--- src/hw/rtl/fixed_block_free_list_unit_macros.svh ---
// Assertion helpers for the block allocator. The macros expand to nothing in synthesis.
// Each one expects clk_i and rst_ni to exist in the scope where it is used.
`ifndef FIXED_BLOCK_FREE_LIST_UNIT_MACROS_SVH
`define FIXED_BLOCK_FREE_LIST_UNIT_MACROS_SVH

`ifndef SYNTHESIS

// The property must hold on every clock edge outside reset.
`define FBFL_ASSERT(name, prop, msg) \
  name: assert property (@(posedge clk_i) disable iff (!rst_ni) (prop)) \
    else $error(msg);

// When the antecedent is true, the consequent must hold on the next edge.
`define FBFL_ASSERT_NEXT(name, ante, cons, msg) \
  name: assert property (@(posedge clk_i) disable iff (!rst_ni) (ante) |=> (cons)) \
    else $error(msg);

`else

`define FBFL_ASSERT(name, prop, msg)
`define FBFL_ASSERT_NEXT(name, ante, cons, msg)

`endif

`endif

--- src/hw/rtl/fbfl_pkg.sv ---
package fbfl_pkg;

  localparam int unsigned BUCKET_BYTES = 8192;
  localparam int unsigned MAX_BLOCKS   = 4096;
  localparam int unsigned MIN_BLOCK    = 2;
  localparam int unsigned CFG_RESET    = 2;

  // field widths
  localparam int unsigned CFG_W  = 14;
  localparam int unsigned OFF_W  = 13;
  localparam int unsigned IDX_W  = 12;
  localparam int unsigned CNT_W  = $clog2(MAX_BLOCKS + 1);
  localparam int unsigned ADDR_W = $clog2(MAX_BLOCKS);
  localparam int unsigned DIV_W  = $clog2(BUCKET_BYTES) + 1;
  localparam int unsigned STEP_W = $clog2(DIV_W);

  localparam logic OP_ALLOC = 1'b0;
  localparam logic OP_FREE  = 1'b1;

  typedef enum logic [1:0] {
    ST_OK    = 2'd0,
    ST_FULL  = 2'd1,
    ST_RANGE = 2'd2,
    ST_ALIGN = 2'd3
  } fbfl_status_e;

  // controller -> datapath
  typedef struct packed {
    logic take;         // input beat accepted
    logic clr_step;     // write one link entry of the init sweep
    logic div_start;
    logic div_bucket;   // divide the bucket size instead of the offset
    logic count_load;   // load block count, reset head and used count
    logic alloc_issue;  // read link at head, multiply head by size
    logic alloc_done;
    logic alloc_fail;
    logic free_done;
  } fbfl_cmd_t;

  // datapath -> controller
  typedef struct packed {
    logic full;
    logic clr_last;
    logic div_done;
    logic out_free;
  } fbfl_sts_t;

endpackage

--- src/hw/rtl/fbfl_ctrl.sv ---
// Sequencer for init sweep, block count division, allocate and free.
module fbfl_ctrl (
  input  logic                 clk_i,
  input  logic                 rst_ni,
  input  logic                 cfg_we_i,
  input  logic                 in_valid_i,
  input  logic                 op_i,
  input  fbfl_pkg::fbfl_sts_t  sts_i,
  output fbfl_pkg::fbfl_cmd_t  cmd_o,
  output logic                 in_ready_o
);

  typedef enum logic [7:0] {
    S_INIT_CLR  = 8'b0000_0001,
    S_INIT_DIV  = 8'b0000_0010,
    S_INIT_WAIT = 8'b0000_0100,
    S_IDLE      = 8'b0000_1000,
    S_ALLOC     = 8'b0001_0000,
    S_ALLOC_WB  = 8'b0010_0000,
    S_FREE      = 8'b0100_0000,
    S_FREE_WAIT = 8'b1000_0000
  } state_e;

  state_e state_q, state_d;
  logic   ready;

  assign ready      = (state_q == S_IDLE) && !cfg_we_i;
  assign in_ready_o = ready;

  always_comb begin
    state_d = state_q;
    cmd_o   = '0;
    unique case (state_q)
      S_INIT_CLR: begin
        cmd_o.clr_step = 1'b1;
        if (sts_i.clr_last) begin
          state_d = S_INIT_DIV;
        end
      end
      S_INIT_DIV: begin
        cmd_o.div_start  = 1'b1;
        cmd_o.div_bucket = 1'b1;
        state_d          = S_INIT_WAIT;
      end
      S_INIT_WAIT: begin
        if (sts_i.div_done) begin
          cmd_o.count_load = 1'b1;
          state_d          = S_IDLE;
        end
      end
      S_IDLE: begin
        if (ready && in_valid_i) begin
          cmd_o.take = 1'b1;
          state_d    = (op_i == fbfl_pkg::OP_FREE) ? S_FREE : S_ALLOC;
        end
      end
      S_ALLOC: begin
        if (sts_i.full) begin
          if (sts_i.out_free) begin
            cmd_o.alloc_fail = 1'b1;
            state_d          = S_IDLE;
          end
        end else begin
          cmd_o.alloc_issue = 1'b1;
          state_d           = S_ALLOC_WB;
        end
      end
      S_ALLOC_WB: begin
        if (sts_i.out_free) begin
          cmd_o.alloc_done = 1'b1;
          state_d          = S_IDLE;
        end
      end
      S_FREE: begin
        cmd_o.div_start = 1'b1;
        state_d         = S_FREE_WAIT;
      end
      S_FREE_WAIT: begin
        if (sts_i.div_done && sts_i.out_free) begin
          cmd_o.free_done = 1'b1;
          state_d         = S_IDLE;
        end
      end
      default: begin
        state_d = S_INIT_CLR;
      end
    endcase
    // a block size write rebuilds the list from scratch
    if (cfg_we_i) begin
      cmd_o   = '0;
      state_d = S_INIT_CLR;
    end
  end

  always_ff @(posedge clk_i or negedge rst_ni) begin
    if (!rst_ni) begin
      state_q <= S_INIT_CLR;
    end else begin
      state_q <= state_d;
    end
  end

endmodule

--- config.mk ---
export PLATFORM = sky130hd
export DESIGN_NAME = fbfl_ctrl
export DESIGN_NICKNAME = d
export VERILOG_FILES = /design/src/hw/rtl/fixed_block_free_list_unit_macros.svh /design/src/hw/rtl/fbfl_pkg.sv /design/src/hw/rtl/fbfl_ctrl.sv
export SDC_FILE = /design/constraint.sdc
export NUM_CORES = 1
export LEC_CHECK = 0
export BUFFER_PORTS_ARGS = -buffer_cell sky130_fd_sc_hd__buf_2
export CAP_MARGIN = 10
export CELL_PAD_IN_SITES_DETAIL_PLACEMENT = 1
export CELL_PAD_IN_SITES_GLOBAL_PLACEMENT = 1
export CORE_ASPECT_RATIO = 0.8
export CORE_MARGIN = 2
export CORE_UTILIZATION = 35
export DETAILED_ROUTE_END_ITERATION = 10
export GPL_TIMING_DRIVEN = 0
export PLACE_DENSITY_LB_ADDON = 0.2
export SKIP_CTS_REPAIR_TIMING = 1
export SLEW_MARGIN = 0
export SYNTH_ARGS = -nofsm -noshare
export SYNTH_HDL_FRONTEND = slang
export SYNTH_SLANG_ARGS = --single-unit
--- constraint.sdc ---
create_clock -name clk_i -period 3.5 [get_ports clk_i]
set_clock_uncertainty 0.1 [all_clocks]
set_input_delay 0.7 -clock clk_i [delete_from_list [all_inputs] [get_ports clk_i]]
set_output_delay 0.7 -clock clk_i [all_outputs]
set_load 0.02 [all_outputs]
==> metrics.md <==
| Metric | Value |
|---|---|
| Design area | `827 um^2` |
| Reg with most FFs | `state_q` |
| Min setup slack post-route | `0.474 ns` |
| Clock Sinks | `8` |
| GP Congestion | `0.865` |
| Clk_lat worst skew | `0.27 ns` |
| FF+latch count, synth | `8` |
| Avg Cell Area, Syn | `8.01 um^2` |
| Core Util, Final | `44.5%` |
| Grt total ovfl | `0` |
| Relative slew slack | `between 30 and 40%` |
| Biggest regs | `state_q: 8 flops` |
| Top-count cell post-synth | `nor3_1` |
| R2R Path End | `state_q[3]` |
| CTS buffer count | `3` |
| Area delta synth->final | `21.5%` |
| N_diodes | `0` |
| Reg2reg start | `state_q[1]` |
| Clock-pin slew on the worst setup and hold paths | `0.07 ns` |
| Final nets | `117` |
| Port Buf Inserts | `18` |
| Final Max Slew Viols | `0` |
| Yosys Warn Count | `0` |
| CTS HTree Levels | `1` |
| Die Y-Extent | `43.4 um` |
| Seq/Total Area, Yosys | `29.6%` |
| Crit Path Max Fanout | `8` |
| Reg2reg setup slack | `between 1 and 1.5 ns` |
| Clock power share | `29.5%` |
| Crit path kind | `flop to output pin` |
| Syn Inst Count | `85` |
| Comb pwr share | `33.5%` |
| Clock root cell | `clkbuf_4` |
| Post-synth EDFFs | `0` |
| Fin Setup TNS | `0 ns` |
| Drt via density | `5.58` |
| CP required | `2.70 ns` |
| Global-route wire length before repair | `3400 um` |
| Overall Global Routing Usage | `20.4%` |
| Layout cells sized above 1 | `29.9%` |
| DRC | `0` |
| HPWL after DPL | `1620 um` |
| Synth top area share | `25.7%` |
| Number of global-route vias before repair | `~750` |
| Worst setup EP type | `output pin` |
| Final antenna-violating net count | `0` |
| Detailed Routing Iterations Pass 1 | `4` |
| Net Count, Synth | `between 90 and 100` |
| Cell-internal power | `186 uW` |
| Total power | `287 uW` |
| CTS tree | `built` |
| Synth unique cells | `36` |
| Least-Margin Pin Slew | `0.944 ns` |
| Leakage | `0.364 nW` |
| Rows | `14` |
| Post-DP Area | `801 um^2` |
| Unrepaired setup endpoints after global routing | `false` |
| Critical path arrival | `roughly 2.2 ns` |
| R2r worst-path depth | `5` |
| Status | `finished clean` |
| Post-synthesis cell area | `681 um^2` |
| Clk buf depth | `2` |
| Wire length per cell | `~16 um` |
| Starting Density | `36.7%` |
| Sequential share of power | `37.0%` |
| Post-synth top cells | `10 x nor3_1, 9 x nor2_1, 7 x dfrtp_1, 7 x nand2_1, 5 x nand3_1` |
| Fin crit period | `roughly 3.0 ns` |
| Net load switching power | `101 uW` |
| Initial antenna violation count | `0` |
| Maximum vdd drop | `0.000203 V` |
| I/O pin count | `19` |
| Layout fillers | `248` |
| Pin count of the biggest net entering global routing | `11` |
| Dominant cell type by area after synthesis | `dfrtp_1` |
| Final-report hold violation count | `0` |
| Final Setup Violations | `0` |
| Critical Path End | `cmd_o[8]` |
| Setup crit start | `state_q[1]` |
| Max frequency | `0.330 GHz` |
| Min-delay worst type | `primary input to async pin` |
| Die area | `2320 um^2` |
| Synth async-reset ratio | `100%` |
| Sw Ratio | `between 30% and 40%` |
| Via count | `731` |
| Period utilization | `86.5%` |
| Largest cells by area after synthesis | `dfrtp_1 26%, nor3_1 7.4%, nor2_1 5.0%, dfstp_2 3.9%, nand2_1 3.9%` |
| P per Cell Area | `347 nW/um^2` |
| Setup crit start kind | `flop` |
| Largest register FFs | `8` |
| Synth Flop Type | `dfrtp_1` |
| Max-cap viol count | `0` |
| Core Box Area | `1860 um^2` |
| Final wirelength | `2100 um` |
| Die Width | `roughly 53 um` |
| Drt initial violations | `11` |
| DP Worst Slack | `0.726 ns` |
[how the worst min path moves through the flow]
stage                 end  startpoint  cells after the start  slack (ns)
6_report       state_q[7]      rst_ni                      1        0.16
5_1_grt        state_q[6]      rst_ni                      1        0.17
4_1_cts        state_q[7]      rst_ni                      1        0.17
3_5_place_dp   state_q[6]      rst_ni                      1        0.46
3_3_place_gp   state_q[6]      rst_ni                      1        0.46
2_1_floorplan  state_q[1]      rst_ni                      0        0.30
[metal layers]
| layer | up-vias | global-route usage (%) | routed length (um) |
|---|---|---|---|
| met2 | 14 | 35.1 | 1080 |
| met4 | 0 | 3.59 | 12 |
| met1 | 364 | 26.1 | 922 |
| li1 | 351 | - | - |
| met5 | - | 0 | 0 |
| met3 | 2 | 5.17 | 90 |
[critical path, stage by stage, from the launching register on]
cell and delay [ns]:
dfrtp_1 0.36, buf_4 0.16, nor4_1 0.80, nand3_1 0.23, inv_1 0.12, and2_1 0.13
buf_2 0.16
[metrics by stage]
stage / instances / hold slack (ns)
2_1_floorplan: 85 / 0.304
3_3_place_gp: 127 / 0.456
3_5_place_dp: 127 / 0.458
4_1_cts: 131 / 0.172
5_1_grt: 131 / 0.174
6_report: 131 / 0.164
[cells by family (layout without fill, tap and decap cells)]
group / Yosys count / after routing / share of synthesized area, %
and+or+nand+nor: 48 / 48 / 39.2
AOI/OAI and AO/OA: 15 / 15 / 16.2
buffers and inverters: 9 / 31 / 8.27
DFF: 8 / 8 / 29.6
xor gates and xnor gates: 4 / 4 / 5.15
adders and majority gates: 1 / 1 / 1.65
[cell type report]
cell class / instances / area (um^2) / share of cell area (%)
multi-input cells: 68 / 423 / 51.1
flip-flops and latches: 8 / 201 / 24.4
repair buffers: 18 / 90.1 / 10.9
plain buffers: 5 / 41.3 / 4.99
well taps: 24 / 30.0 / 3.63
clock buffers: 4 / 26.3 / 3.18
inverters: 4 / 15.0 / 1.82
[power by group through the flow]
stage	Sequential [mW]	Combinational [mW]	Clock, mW
floorplan	0.106	0.0681	0
CTS	0.106	0.0967	0.0840
finish	0.106	0.0963	0.0846
global placement	0.108	0.0931	0
global route	0.107	0.105	0.0884
detailed placement	0.108	0.0955	0
[cell usage in the layout (no fill, tap or decap), drive strengths merged, types with 2 or more instances in the layout]
master / synthesis / layout
buf: 4 / 22
nor3: 10 / 10
nor2: 9 / 9
nand2: 7 / 7
dfrtp: 7 / 7
nand3: 5 / 5
o21ai: 5 / 5
clkbuf: 1 / 5
inv: 4 / 4
xnor2: 3 / 3
nand4b: 3 / 3
nor4: 2 / 2
or3: 2 / 2
nand2b: 2 / 2
and2: 2 / 2
Power figures use the tool's default switching activity.
